`config.mk`:
```
export PLATFORM = sky130hd
export DESIGN_NAME = atan2_polynomial_approx_millideg_top
export DESIGN_NICKNAME = d
export VERILOG_FILES = /design/src/at2_pkg.sv /design/src/at2_prep.sv /design/src/at2_div.sv /design/src/at2_poly.sv /design/src/at2_post.sv /design/src/atan2_polynomial_approx_millideg_top.sv
export SDC_FILE = /design/constraint.sdc
export NUM_CORES = 2
export LEC_CHECK = 0
export BUFFER_PORTS_ARGS = -buffer_cell sky130_fd_sc_hd__buf_2
export CAP_MARGIN = 25
export CORE_UTILIZATION = 30
export CTS_CLUSTER_SIZE = 12
export DETAILED_ROUTE_END_ITERATION = 10
export GPL_TIMING_DRIVEN = 0
export SYNTH_ARGS = -nofsm -noshare
export SYNTH_HDL_FRONTEND = slang
export SYNTH_SLANG_ARGS = --single-unit
```
`constraint.sdc`:
```
create_clock -name clock -period 28.3 [get_ports clock]
set_input_delay 0 -clock clock [delete_from_list [all_inputs] [get_ports clock]]
set_output_delay 0 -clock clock [all_outputs]
set_load 0.01 [all_outputs]
```
`src/at2_pkg.sv`:
```
// ----------------------------------------------------------------------------
// at2_pkg: shared types and constants of the four-quadrant arctangent block
// Fixed-point formats, polynomial coefficients and the pipeline structure
// shared by the preparation, divider, polynomial and output stages.
// ----------------------------------------------------------------------------
package at2_pkg;

   localparam int SAMPLE_BITS = 16;
   localparam int MAG_W       = SAMPLE_BITS;
   localparam int FRAC_BITS   = 16;
   localparam int Q_W         = FRAC_BITS + 1;
   localparam int DIV_STAGES  = Q_W;

   localparam int SLOPE_W     = 13;
   localparam int T_W         = 15;
   localparam int U_W         = 15;
   localparam int M_W         = 17;
   localparam int SLOPE_P_W   = SLOPE_W + Q_W;
   localparam int U_P_W       = Q_W + T_W;
   localparam int M_P_W       = Q_W + M_W;
   localparam int RES_W       = 20;
   localparam int ZMAG_W      = RES_W;
   localparam int SCALE_W     = 32;
   localparam int SCALE_P_W   = ZMAG_W + SCALE_W;
   localparam int MDEG_W      = ZMAG_W;
   localparam int ANGLE_W     = 19;

   localparam int PREP_STAGES = 2;
   localparam int POLY_STAGES = 3;
   localparam int POST_STAGES = 4;
   localparam int NUM_STAGES  = PREP_STAGES + DIV_STAGES + POLY_STAGES + POST_STAGES;

   localparam logic [Q_W-1:0]            Q_ONE        = Q_W'(1) << FRAC_BITS;
   localparam logic [M_W-1:0]            C_QUARTER_PI = M_W'(51472);
   localparam logic [T_W-1:0]            C_LIN        = T_W'(16037);
   localparam logic [SLOPE_W-1:0]        C_SLOPE      = SLOPE_W'(4345);
   localparam logic signed [RES_W-1:0]   HALF_PI_Q    = RES_W'(102944);
   localparam logic signed [RES_W-1:0]   PI_Q         = RES_W'(205887);
   localparam logic [SCALE_W-1:0]        MDEG_SCALE   = SCALE_W'(64'd3754936207);
   localparam logic [MDEG_W-1:0]         MDEG_MAX     = MDEG_W'(180000);
   localparam logic signed [ANGLE_W-1:0] ANGLE_LIMIT  = ANGLE_W'(180000);

   typedef enum logic [1:0] {
      QUAD_I,
      QUAD_II,
      QUAD_III,
      QUAD_IV
   } quad_type;

   typedef struct packed {
      logic     swap;
      logic     flip;
      logic     both_zero;
      quad_type quad;
   } side_type;

   typedef struct packed {
      logic [MAG_W-1:0] rem;
      logic [MAG_W-1:0] den;
      logic [Q_W-1:0]   quo;
      side_type         side;
   } div_type;

   typedef struct packed {
      logic [M_W-1:0] m;
      side_type       side;
   } poly_type;

   typedef struct packed {
      logic signed [ANGLE_W-1:0] angle;
      logic                      both_zero;
   } result_type;

endpackage

```
`src/at2_prep.sv`:
```
// ----------------------------------------------------------------------------
// at2_prep: sample preparation
// Splits both samples into sign and magnitude, then orders the magnitudes
// and classifies the quadrant for the divider.
// ----------------------------------------------------------------------------
module at2_prep import at2_pkg::*; (
   input  logic                          clock,
   input  logic                          reset,
   input  logic                          pipe_en,
   input  logic                          in_valid,
   input  logic signed [SAMPLE_BITS-1:0] y_value,
   input  logic signed [SAMPLE_BITS-1:0] x_value,
   output logic                          out_valid,
   output div_type                       out_div
);

   logic [MAG_W-1:0] y_raw;
   logic [MAG_W-1:0] x_raw;
   logic [MAG_W-1:0] ym_in, ym_ff;
   logic [MAG_W-1:0] xm_in, xm_ff;
   logic             yn_ff, xn_ff;
   logic             s1_valid_ff, s2_valid_ff;
   div_type          div_in, div_ff;
   logic             y_le, y_ge, x_le, x_ge;
   logic             swap;

   assign y_raw = y_value;
   assign x_raw = x_value;
   assign ym_in = y_raw[MAG_W-1] ? (~y_raw) + MAG_W'(1) : y_raw;
   assign xm_in = x_raw[MAG_W-1] ? (~x_raw) + MAG_W'(1) : x_raw;

   always_comb begin
      swap = ym_ff > xm_ff;
      y_ge = !yn_ff;
      y_le = yn_ff || (ym_ff == '0);
      x_ge = !xn_ff;
      x_le = xn_ff || (xm_ff == '0);
      div_in.rem = swap ? xm_ff : ym_ff;
      div_in.den = swap ? ym_ff : xm_ff;
      div_in.quo = '0;
      div_in.side.swap = swap;
      div_in.side.flip = (div_in.rem != '0) && (yn_ff != xn_ff);
      div_in.side.both_zero = (ym_ff == '0) && (xm_ff == '0);
      priority if (y_le && x_ge) begin
         div_in.side.quad = QUAD_IV;
      end else if (y_le && x_le) begin
         div_in.side.quad = QUAD_III;
      end else if (y_ge && x_le) begin
         div_in.side.quad = QUAD_II;
      end else begin
         div_in.side.quad = QUAD_I;
      end
   end

   always_ff @(posedge clock) begin
      if (reset) begin
         s1_valid_ff <= 1'b0;
         s2_valid_ff <= 1'b0;
      end else if (pipe_en) begin
         s1_valid_ff <= in_valid;
         s2_valid_ff <= s1_valid_ff;
      end
   end

   always_ff @(posedge clock) begin
      if (pipe_en) begin
         ym_ff  <= ym_in;
         xm_ff  <= xm_in;
         yn_ff  <= y_raw[MAG_W-1];
         xn_ff  <= x_raw[MAG_W-1];
         div_ff <= div_in;
      end
   end

   assign out_valid = s2_valid_ff;
   assign out_div   = div_ff;

endmodule

```
`src/at2_div.sv`:
```
// ----------------------------------------------------------------------------
// at2_div: pipelined ratio divider
// Restoring division of the smaller magnitude by the larger, one quotient
// bit per stage, giving the Q1.16 ratio with 1.0 represented exactly.
// ----------------------------------------------------------------------------
module at2_div import at2_pkg::*; (
   input  logic    clock,
   input  logic    reset,
   input  logic    pipe_en,
   input  logic    in_valid,
   input  div_type in_div,
   output logic    out_valid,
   output div_type out_div
);

   div_type                 stage_ff [DIV_STAGES];
   div_type                 stage_in [DIV_STAGES];
   logic [DIV_STAGES-1:0]   valid_ff;

   for (genvar k = 0; k < DIV_STAGES; k++) begin : g_step
      div_type          prev;
      logic [MAG_W-1:0] shifted;
      logic             ge;

      if (k == 0) begin : g_first
         assign prev    = in_div;
         assign shifted = in_div.rem;
      end else begin : g_next
         assign prev    = stage_ff[k-1];
         assign shifted = {stage_ff[k-1].rem[MAG_W-2:0], 1'b0};
      end

      always_comb begin
         ge                = shifted >= prev.den;
         stage_in[k].rem   = ge ? shifted - prev.den : shifted;
         stage_in[k].den   = prev.den;
         stage_in[k].quo   = {prev.quo[Q_W-2:0], ge};
         stage_in[k].side  = prev.side;
      end

      always_ff @(posedge clock) begin
         if (pipe_en) begin
            stage_ff[k] <= stage_in[k];
         end
      end
   end

   always_ff @(posedge clock) begin
      if (reset) begin
         valid_ff <= '0;
      end else if (pipe_en) begin
         valid_ff <= {valid_ff[DIV_STAGES-2:0], in_valid};
      end
   end

   assign out_valid = valid_ff[DIV_STAGES-1];
   assign out_div   = stage_ff[DIV_STAGES-1];

endmodule

```
`src/at2_poly.sv`:
```
// ----------------------------------------------------------------------------
// at2_poly: cubic arctangent approximation
// Evaluates the polynomial on the Q1.16 ratio in three multiply stages, flooring after
// each product.
// ----------------------------------------------------------------------------
module at2_poly import at2_pkg::*; (
   input  logic     clock,
   input  logic     reset,
   input  logic     pipe_en,
   input  logic     in_valid,
   input  div_type  in_div,
   output logic     out_valid,
   output poly_type out_poly
);

   logic [SLOPE_P_W-1:0] p_slope;
   logic [U_P_W-1:0]     p_u;
   logic [M_P_W-1:0]     p_m;
   logic [Q_W-1:0]       one_minus;
   logic [M_W-1:0]       coef_sum;

   logic [Q_W-1:0]       a_a_ff, a_b_ff;
   logic [T_W-1:0]       t_in, t_ff;
   logic [U_W-1:0]       u_in, u_ff;
   side_type             side_a_ff, side_b_ff;
   poly_type             poly_in, poly_ff;
   logic [2:0]           valid_ff;

   always_comb begin
      p_slope   = SLOPE_P_W'(in_div.quo) * SLOPE_P_W'(C_SLOPE);
      t_in      = C_LIN + T_W'(p_slope[SLOPE_P_W-1:FRAC_BITS]);
      one_minus = Q_ONE - a_a_ff;
      p_u       = U_P_W'(one_minus) * U_P_W'(t_ff);
      u_in      = U_W'(p_u[U_P_W-1:FRAC_BITS]);
      coef_sum  = C_QUARTER_PI + M_W'(u_ff);
      p_m       = M_P_W'(a_b_ff) * M_P_W'(coef_sum);
      poly_in.m    = M_W'(p_m[M_P_W-1:FRAC_BITS]);
      poly_in.side = side_b_ff;
   end

   always_ff @(posedge clock) begin
      if (reset) begin
         valid_ff <= '0;
      end else if (pipe_en) begin
         valid_ff <= {valid_ff[1:0], in_valid};
      end
   end

   always_ff @(posedge clock) begin
      if (pipe_en) begin
         a_a_ff    <= in_div.quo;
         t_ff      <= t_in;
         side_a_ff <= in_div.side;
         a_b_ff    <= a_a_ff;
         u_ff      <= u_in;
         side_b_ff <= side_a_ff;
         poly_ff   <= poly_in;
      end
   end

   assign out_valid = valid_ff[2];
   assign out_poly  = poly_ff;

endmodule

```
`src/at2_post.sv`:
```
// ----------------------------------------------------------------------------
// at2_post: angle correction and scaling
// Applies the octant and quadrant corrections, converts radians to
// millidegrees with truncation toward zero and saturates the result.
// ----------------------------------------------------------------------------
module at2_post import at2_pkg::*; (
   input  logic       clock,
   input  logic       reset,
   input  logic       pipe_en,
   input  logic       in_valid,
   input  poly_type   in_poly,
   output logic       out_valid,
   output result_type out_result
);

   logic signed [RES_W-1:0] base;
   logic signed [RES_W-1:0] m_ext;
   logic signed [RES_W-1:0] res_in, res_ff;
   logic [ZMAG_W-1:0]       zmag_in, zmag_ff;
   logic [SCALE_P_W-1:0]    p_scale;
   logic [MDEG_W-1:0]       mdeg_in, mdeg_ff;
   logic [MDEG_W-1:0]       clamped;
   logic [ANGLE_W-1:0]      mag;
   logic                    neg_e_ff, neg_f_ff;
   logic                    bz_d_ff, bz_e_ff, bz_f_ff;
   result_type              result_in, result_ff;
   logic [POST_STAGES-1:0]  valid_ff;

   always_comb begin
      if (in_poly.side.swap) begin
         base = (in_poly.side.quad == QUAD_I || in_poly.side.quad == QUAD_II)
                ? HALF_PI_Q : -HALF_PI_Q;
      end else begin
         unique case (in_poly.side.quad)
            QUAD_II:  base = PI_Q;
            QUAD_III: base = -PI_Q;
            QUAD_I:   base = '0;
            QUAD_IV:  base = '0;
            default:  base = '0;
         endcase
      end
      m_ext  = $signed(RES_W'(in_poly.m));
      res_in = (in_poly.side.flip ^ in_poly.side.swap) ? base - m_ext : base + m_ext;

      zmag_in = res_ff[RES_W-1] ? ZMAG_W'(-res_ff) : ZMAG_W'(res_ff);

      p_scale = SCALE_P_W'(zmag_ff) * SCALE_P_W'(MDEG_SCALE);
      mdeg_in = MDEG_W'(p_scale[SCALE_P_W-1:SCALE_W]);

      clamped = (mdeg_ff > MDEG_MAX) ? MDEG_MAX : mdeg_ff;
      mag     = ANGLE_W'(clamped);
      if (bz_f_ff) begin
         result_in.angle = '0;
      end else begin
         result_in.angle = neg_f_ff ? $signed(-mag) : $signed(mag);
      end
      result_in.both_zero = bz_f_ff;
   end

   always_ff @(posedge clock) begin
      if (reset) begin
         valid_ff <= '0;
      end else if (pipe_en) begin
         valid_ff <= {valid_ff[POST_STAGES-2:0], in_valid};
      end
   end

   always_ff @(posedge clock) begin
      if (pipe_en) begin
         res_ff    <= res_in;
         bz_d_ff   <= in_poly.side.both_zero;
         zmag_ff   <= zmag_in;
         neg_e_ff  <= res_ff[RES_W-1];
         bz_e_ff   <= bz_d_ff;
         mdeg_ff   <= mdeg_in;
         neg_f_ff  <= neg_e_ff;
         bz_f_ff   <= bz_e_ff;
         result_ff <= result_in;
      end
   end

   assign out_valid  = valid_ff[POST_STAGES-1];
   assign out_result = result_ff;

endmodule

```
`src/atan2_polynomial_approx_millideg_top.sv`:
```
// ----------------------------------------------------------------------------
// atan2_polynomial_approx_millideg_top: four-quadrant arctangent in millidegrees
// A request carries a signed (y, x) sample pair on req_y_value and
// req_x_value. Each request produces exactly one response: the angle of the
// vector in thousandths of a degree on rsp_angle_mdeg, truncated toward zero
// and within -180000..180000, plus rsp_both_zero, set when both samples are
// zero, in which case the angle is zero.
// Both channels use valid/ready handshakes. A new request is accepted every
// cycle while req_ready is high. Each request passes through two preparation
// stages, seventeen divider stages (one quotient bit each), three polynomial
// multiply stages, four correction and scaling stages and the output register.
// The divider's one-bit-per-stage subtract sets the depth; throughput is one
// request per cycle while req_ready is high.
// When the receiver stalls, one more result is caught in a skid register and
// then req_ready drops until the skid register drains; nothing is lost or
// repeated. Reset empties the pipeline and the output registers.
// ----------------------------------------------------------------------------
module atan2_polynomial_approx_millideg_top import at2_pkg::*; (
   input  logic                          clock,
   input  logic                          reset,
   input  logic                          req_valid,
   output logic                          req_ready,
   input  logic signed [SAMPLE_BITS-1:0] req_y_value,
   input  logic signed [SAMPLE_BITS-1:0] req_x_value,
   output logic                          rsp_valid,
   input  logic                          rsp_ready,
   output logic signed [ANGLE_W-1:0]     rsp_angle_mdeg,
   output logic                          rsp_both_zero
);

   logic       pipe_en;
   logic       prep_valid, div_valid, poly_valid, last_valid;
   div_type    prep_div, div_out;
   poly_type   poly_out;
   result_type last_result;

   logic       out_valid_in, out_valid_ff;
   logic       skid_valid_in, skid_valid_ff;
   result_type out_in, out_ff;
   result_type skid_in, skid_ff;

   assign pipe_en   = !skid_valid_ff;
   assign req_ready = pipe_en;

   at2_prep u_prep (
      .clock     (clock),
      .reset     (reset),
      .pipe_en   (pipe_en),
      .in_valid  (req_valid),
      .y_value   (req_y_value),
      .x_value   (req_x_value),
      .out_valid (prep_valid),
      .out_div   (prep_div)
   );

   at2_div u_div (
      .clock     (clock),
      .reset     (reset),
      .pipe_en   (pipe_en),
      .in_valid  (prep_valid),
      .in_div    (prep_div),
      .out_valid (div_valid),
      .out_div   (div_out)
   );

   at2_poly u_poly (
      .clock     (clock),
      .reset     (reset),
      .pipe_en   (pipe_en),
      .in_valid  (div_valid),
      .in_div    (div_out),
      .out_valid (poly_valid),
      .out_poly  (poly_out)
   );

   at2_post u_post (
      .clock      (clock),
      .reset      (reset),
      .pipe_en    (pipe_en),
      .in_valid   (poly_valid),
      .in_poly    (poly_out),
      .out_valid  (last_valid),
      .out_result (last_result)
   );

   always_comb begin
      out_valid_in  = out_valid_ff;
      out_in        = out_ff;
      skid_valid_in = skid_valid_ff;
      skid_in       = skid_ff;
      if (!out_valid_ff || rsp_ready) begin
         if (skid_valid_ff) begin
            out_in        = skid_ff;
            out_valid_in  = 1'b1;
            skid_valid_in = 1'b0;
         end else begin
            out_in       = last_result;
            out_valid_in = pipe_en && last_valid;
         end
      end else if (pipe_en && last_valid) begin
         skid_in       = last_result;
         skid_valid_in = 1'b1;
      end
   end

   always_ff @(posedge clock) begin
      if (reset) begin
         out_valid_ff  <= 1'b0;
         skid_valid_ff <= 1'b0;
      end else begin
         out_valid_ff  <= out_valid_in;
         skid_valid_ff <= skid_valid_in;
      end
   end

   always_ff @(posedge clock) begin
      out_ff  <= out_in;
      skid_ff <= skid_in;
   end

   assign rsp_valid      = out_valid_ff;
   assign rsp_angle_mdeg = out_ff.angle;
   assign rsp_both_zero  = out_ff.both_zero;

   a_zero_angle: assert property (@(posedge clock) disable iff (reset)
      rsp_valid && rsp_both_zero |-> rsp_angle_mdeg == '0)
      else $error("Zero vector response carries a nonzero angle.");

   a_angle_range: assert property (@(posedge clock) disable iff (reset)
      rsp_valid |-> rsp_angle_mdeg <= ANGLE_LIMIT && rsp_angle_mdeg >= -ANGLE_LIMIT)
      else $error("Response angle is outside the half-turn range.");

   a_skid_behind_out: assert property (@(posedge clock) disable iff (reset)
      skid_valid_ff |-> out_valid_ff)
      else $error("Skid register holds a result while the output register is empty.");

   a_skid_catch: assert property (@(posedge clock) disable iff (reset)
      out_valid_ff && !rsp_ready && !skid_valid_ff && last_valid |=> skid_valid_ff)
      else $error("A result leaving the pipeline during a stall was not captured.");

endmodule

```
# [Word-level counts from Yosys, hierarchy flattened]
# Memory sizes are Yosys's and may differ from the RTL's.
# Index checks and enable logic that the tools add are counted.
# W data, S select, Z words.
[op_classes] addsub=26 mul=4 magnitude_cmp=19 eq_ne=4 mux=33 bitwise=4 reduce_logical=22
[ops] op="$mux W16" count=19
[ops] op="$ge A16 B16 Y1" count=17
[ops] op="$sub A16 B16 Y16" count=17
[ops] op="$mux W20" count=4
[ops] op="$pmux W20 S3" count=1
[ops] op="$mux W19" count=3
[ops] op="$mul A20 B32 Y52 const B" count=1
[ops] op="$mul A17 B17 Y33" count=1
[ops] op="$add A16 B1 Y16 const B" count=2
[ops] op="$logic_not A16 Y1" count=2
[ops] op="$not A16 Y16" count=2
[ops] op="$mul A17 B15 Y31" count=1
[ops] op="$mul A17 B13 Y30 const B" count=1
[ops] op="$mux W15" count=2
[ops] op="$add A20 B18 Y20" count=1
[ops] op="$gt A20 B18 Y1 const B" count=1
[ops] op="$neg A20 Y20" count=1
[ops] op="$sub A20 B18 Y20" count=1
[ops] op="$neg A19 Y19" count=1
[ops] op="$add A16 B15 Y17 const A" count=1
[ops] op="$sub A17 B17 Y17 const A" count=1
[ops] op="$gt A16 B16 Y1" count=1
[ops] op="$reduce_bool A16 Y1" count=1
[ops] op="$add A14 B14 Y15 const A" count=1
[ops] op="other kinds (12)" count=29
[totals] reg_bits=320 ram_bits=918 input_bits=36 elab_cells=165 mem_count=1
[memory_table] name="u_div.stage_ff" depth=17 word_bits=54 read_ports=17 rd_clocked_by_memory_dff=0 write_ports=17 line="at2_div.sv:16" text="div_type stage_ff [DIV_STAGES];"

# [Logic depth before layout (Yosys ltp)]
[depth] depth_word=6 depth_mapped=30 mapped_depth_nobuf=28

# [Cells and area by module]
# A second synthesis with hierarchy kept.
[unflattened] cells_unflattened=7240 area_unflattened_um2=83492.6
[modules_own_cells] module="at2_div" instances=1 cells_each=3044 area_each_um2=39511.6
[modules_own_cells] module="at2_poly" instances=1 cells_each=2405 area_each_um2=23572.6
[modules_own_cells] module="at2_post" instances=1 cells_each=1432 area_each_um2=14958.1
[modules_own_cells] module="at2_prep" instances=1 cells_each=289 area_each_um2=3930.0
[modules_own_cells] module="atan2_polynomial_approx_millideg_top" instances=1 cells_each=70 area_each_um2=1520.2

# [Worst setup path before layout]
# No wires, ideal clock.
[synth_timing] path_kind="reg2reg" startpoint="reg skid_valid_ff" endpoint="mem u_div.stage_ff[0][0] (netlist bit), enable pin" setup_time_ns=1.328 arrival_time_ns=19.678 required_time_ns=26.972 setup_slack_ns=7.294 path_stages_with_launch=4 n_path_buf=2 cell_sequence="dfxtp_1 -> clkbuf_1 -> buf_1 -> inv_1"
[synth_rtl] item="start, declared" line="atan2_polynomial_approx_millideg_top.sv:38" text="logic skid_valid_in, skid_valid_ff;"
[synth_rtl] item="start signal, assigned" line="atan2_polynomial_approx_millideg_top.sv:112" text="skid_valid_ff <= skid_valid_in;"
[synth_rtl] item="end, declared" line="at2_div.sv:16"

# [Final worst setup path]
[layout_timing] startpoint="reg u_poly.a_a_ff[0]" endpoint="reg u_poly.u_ff[11] (data pin)"
[layout_between] elab_chain_cells=2
[layout_lines] item="start, declared" line="at2_poly.sv:22" text="logic [Q_W-1:0] a_a_ff, a_b_ff;"
[layout_lines] item="start signal, assigned" line="at2_poly.sv:51" text="a_a_ff <= in_div.quo;"
[layout_lines] item="$sub A17 B17 Y17" line="at2_poly.sv:32" text="one_minus = Q_ONE - a_a_ff;"
[layout_lines] item="$mul A17 B15 Y31" line="at2_poly.sv:33" text="p_u = U_P_W'(one_minus) * U_P_W'(t_ff);"
[layout_lines] item="via u_poly.p_u[27]" line="at2_poly.sv:17" text="logic [U_P_W-1:0] p_u;"
[layout_lines] item="end signal, assigned" line="at2_poly.sv:55" text="u_ff <= u_in;"
[layout_lines] item="end, declared" line="at2_poly.sv:24" text="logic [U_W-1:0] u_in, u_ff;"
# The timed path passes the listed nets, and every way through them passes these cells.
# A chain may end at the register's enable or synchronous reset.

==> impl_results.md <==
* Vias in the first global route at approximately 54,000
* Clk sinks at approximately 1,100
* Clk root buf: clkbuf_16
* R2R setup slack at a little under 20 ns
* Die height at between 500 and 600 µm
* Hold path endpoint: u_prep.xm_ff[14]
* CP max stage cell: xor2_1
* Fmax at ~0.11 GHz
* Vias at ~50,000
* Synth top area cells: edfxtp_1 38%, fa_1 19%, ha_1 12%
* Period utilization at 0.318
* Max-Cap Viols at 0
* Syn. warnings at 0
* Top cell type by total area after synthesis: edfxtp_1
* Setup crit start kind: flop
* Post_cts resized at 0
* Run status: finished clean
* Period minus WS final at about 9.0 ns
* # hold bufs at CTS at between 70 and 80
* Setup TNS at 0 ns
* H-tree Lvls at 3
* Inst Count DP at 10,700
* Count leader, synth: inv_1
* Vias per cell at between 4 and 5
* Register bit total from synthesis at roughly 1,100
* First-pass GRT wire length at roughly 280,000 µm
* Worst path most repeated cell: fa_1
* Post-Synthesis Cells at about 7,100
* Number of cell rows at roughly 190
* Clock skew at around 0.08 ns
* Crit path kind: reg2reg
* Slew HR at 0.225
* Area Growth Syn to Fin at 11.7%
* Clock-pin slew on the worst setup and hold paths at 0.06 ns
* Pre-CTS setup slack at about 19 ns
* Top cell type's share of synthesized area at 0.382
* Class of the worst hold path: in2reg
* Worst Path Required at 28.90 ns
* Dpl hpwl at between 100,000 and 150,000 µm
* Finished Layout Cells at between 10,000 and 15,000
* Port Buffers at 56
* # nets final at 8,939
* Initial DRC Count at roughly 2,800
* WL/cell at between 15 and 20 µm
* Post-synth EDFFs at between 1,000 and 1,500
* Initial Utilization at 0.303
* Avg Synthesized Cell Area at roughly 11 µm²
* Main flop type after synthesis: edfxtp_1
* Largest net degree at the start of global routing at between 150 and 200
* R2R Path Start: u_poly.a_a_ff[0]
* Gpl congestion at 0.905
* Critical path arrival at 9.60 ns
* Reg2reg end: u_poly.u_ff[11]
* # DRC at 0
* Slew Limit Fails at 0
* Overflow after GRT at 0
* Setup violators final at 0
* Buffers & Inverters on Critical Path at 5
* Ratio of cells with drive above 1 in the final layout at 0.0564
* Syn Nets at roughly 8,700
* Synth cell count leaders: 1,347 x inv_1, 1,026 x edfxtp_1, 797 x ha_1
* GRT Util Overall at 0.127
* Unique cell type count in the Yosys netlist at 85
* Worst-path fanout max at 10
* Clock Latency Late Sink at 0.81 ns
* Post-Route WL at 170,000 µm
* CP top delay family: adder cells
* Unrepaired setup endpoints after global routing: no
* Sequential share of the synthesized area at 0.389
* Asr flop ratio synth at 0
* Hold path cells at 3
* First-pass detailed-route iteration total at 6
* R2r worst-path depth at 28
* Die width at 520 µm
* Critical Path End Type: flop
* Mapped Area at just over 80,000 µm²
* Core region area at between 200,000 and 300,000 µm²
* Hold path startpoint: req_x_value[14]
* Fillers at 26,300
* I/O pin cnt at 58
* Fin worst setup slack at 19.30 ns
* Total CTS buffers at 114
* Antenna violations before repair at 2
* CTS tree: built
* Clock tree buffer depth at 3
* Tightest Pin Transition at roughly 1.2 ns
* Crit-path max cell delay at between 0.6 and 0.7 ns
* Final hold vios at 0
* Die area at ~270,000 µm²
* ANT nets after route at 0
* Postcts setup bufs at 0
## logic make-up after synthesis
| group | after synthesis | synth area share |
|---|---|---|
| xor gates and xnor gates | 346 | 0.0376 |
| AOI/OAI and AO/OA | 820 | 0.0693 |
| adders and majority gates | 1549 | 0.310 |
| and+or+nand+nor | 1622 | 0.0955 |
| DFF | 1054 | 0.389 |
| muxes | 205 | 0.0278 |
| buffers and inverters | 1495 | 0.0705 |
## sequential cells by signal, indices dropped and copies added, names as in the netlist, 5 cells and up
signal / flops
u_post.mdeg_ff: 20
u_div.valid_ff: 17
u_poly.a_a_ff: 17
u_post.res_ff: 20
u_prep.out_div: 37
u_prep.xm_ff: 16
u_div.stage_ff: 734
u_poly.a_b_ff: 17
u_poly.u_ff: 15
u_post.out_result: 20
u_poly.out_poly: 22
skid_ff: 20
u_prep.ym_ff: 16
u_poly.t_ff: 15
rsp_angle_mdeg: 19
u_post.zmag_ff: 20
u_poly.poly_in: 5
u_poly.side_a_ff: 5
## through the flow
| stage | cell area (µm²) | utilization | hold WS, ns |
|---|---|---|---|
| 6_report | 90100 | 0.338 | 0.0954 |
| 5_1_grt | 90100 | 0.338 | 0.0633 |
| 4_1_cts | 90000 | 0.338 | 0.00961 |
| 3_5_place_dp | 85600 | 0.322 | 0.218 |
| 3_3_place_gp | 85300 | 0.321 | 0.216 |
| 2_1_floorplan | 80600 | - | 0.0989 |
## placed cells by master, fill, tap and decap left out, types with 28 or more instances in the layout
cell and n:
nor2b_1 63, mux2_1 36, and3_1 41, a21o_1 108, buf_2 68, nand2_1 629, edfxtp_1 1026, clkbuf_16 118
o21a_1 33, a21boi_0 39, xor2_1 102, inv_1 1346, nand3_1 45, nor4_1 37, nor3_1 97, dfxtp_1 28
o31ai_1 44, fa_1 752, a21oi_1 148, xnor2_1 244, or3_1 31, mux2i_1 52, nand2b_1 50, ha_1 797
dlygate4sd3_1 76, mux2_2 117, and2_1 194, nor2_1 309, o21ai_0 216, clkbuf_1 129, nand4_1 64
## how the worst max path moves through the flow
stage	startpoint	endpoint	slack [ns]	depth (start not counted)
final	u_poly.a_a_ff[0]	u_poly.u_ff[11]	19.30	28
after global routing	u_poly.a_a_ff[0]	u_poly.u_ff[11]	18.70	28
after CTS	u_poly.a_a_ff[0]	u_poly.u_ff[11]	19.26	28
after detailed placement	u_poly.a_a_ff[0]	u_poly.u_ff[11]	19.28	28
after global placement	skid_valid_ff	req_ready	-1.39	4
after floorplan	skid_valid_ff	u_div.stage_ff[0][0]	7.29	3
## final cells by class
| class | count | area [µm²] | share of cell area |
|---|---|---|---|
| Sequential cell | 1054 | 31400 | 0.348 |
| Antenna cell | 2 | 5.00 | 0.0000556 |
| Clock inverter | 53 | 582 | 0.00646 |
| Multi-Input combinational cell | 4542 | 43600 | 0.484 |
| Buffer | 148 | 626 | 0.00695 |
| Tap cell | 3533 | 4420 | 0.0491 |
| Clock buffer | 144 | 3070 | 0.0341 |
| Timing Repair Buffer | 147 | 1340 | 0.0149 |
| Inverter | 1347 | 5060 | 0.0562 |
## worst register-to-register path, delay by kind of cell (launching register included)
kind,cells,cell delay [ns]
adders and majority gates,8,3.48
xor gates and xnor gates,1,0.67
buffers and inverters,5,0.84
and+or+nand+nor,6,1.61
DFF,1,0.53
AOI/OAI and AO/OA,8,1.77
## routing by layer
metal  global-route usage  part of all wire
met1                0.163              0.44
met3               0.0200             0.044
met4               0.0364             0.028
met5                    0                 0
met2                0.220              0.48
Power is left out: the tool's default activity adds up to more than one toggle a clock period on the data nets, which glitch-free logic cannot reach.
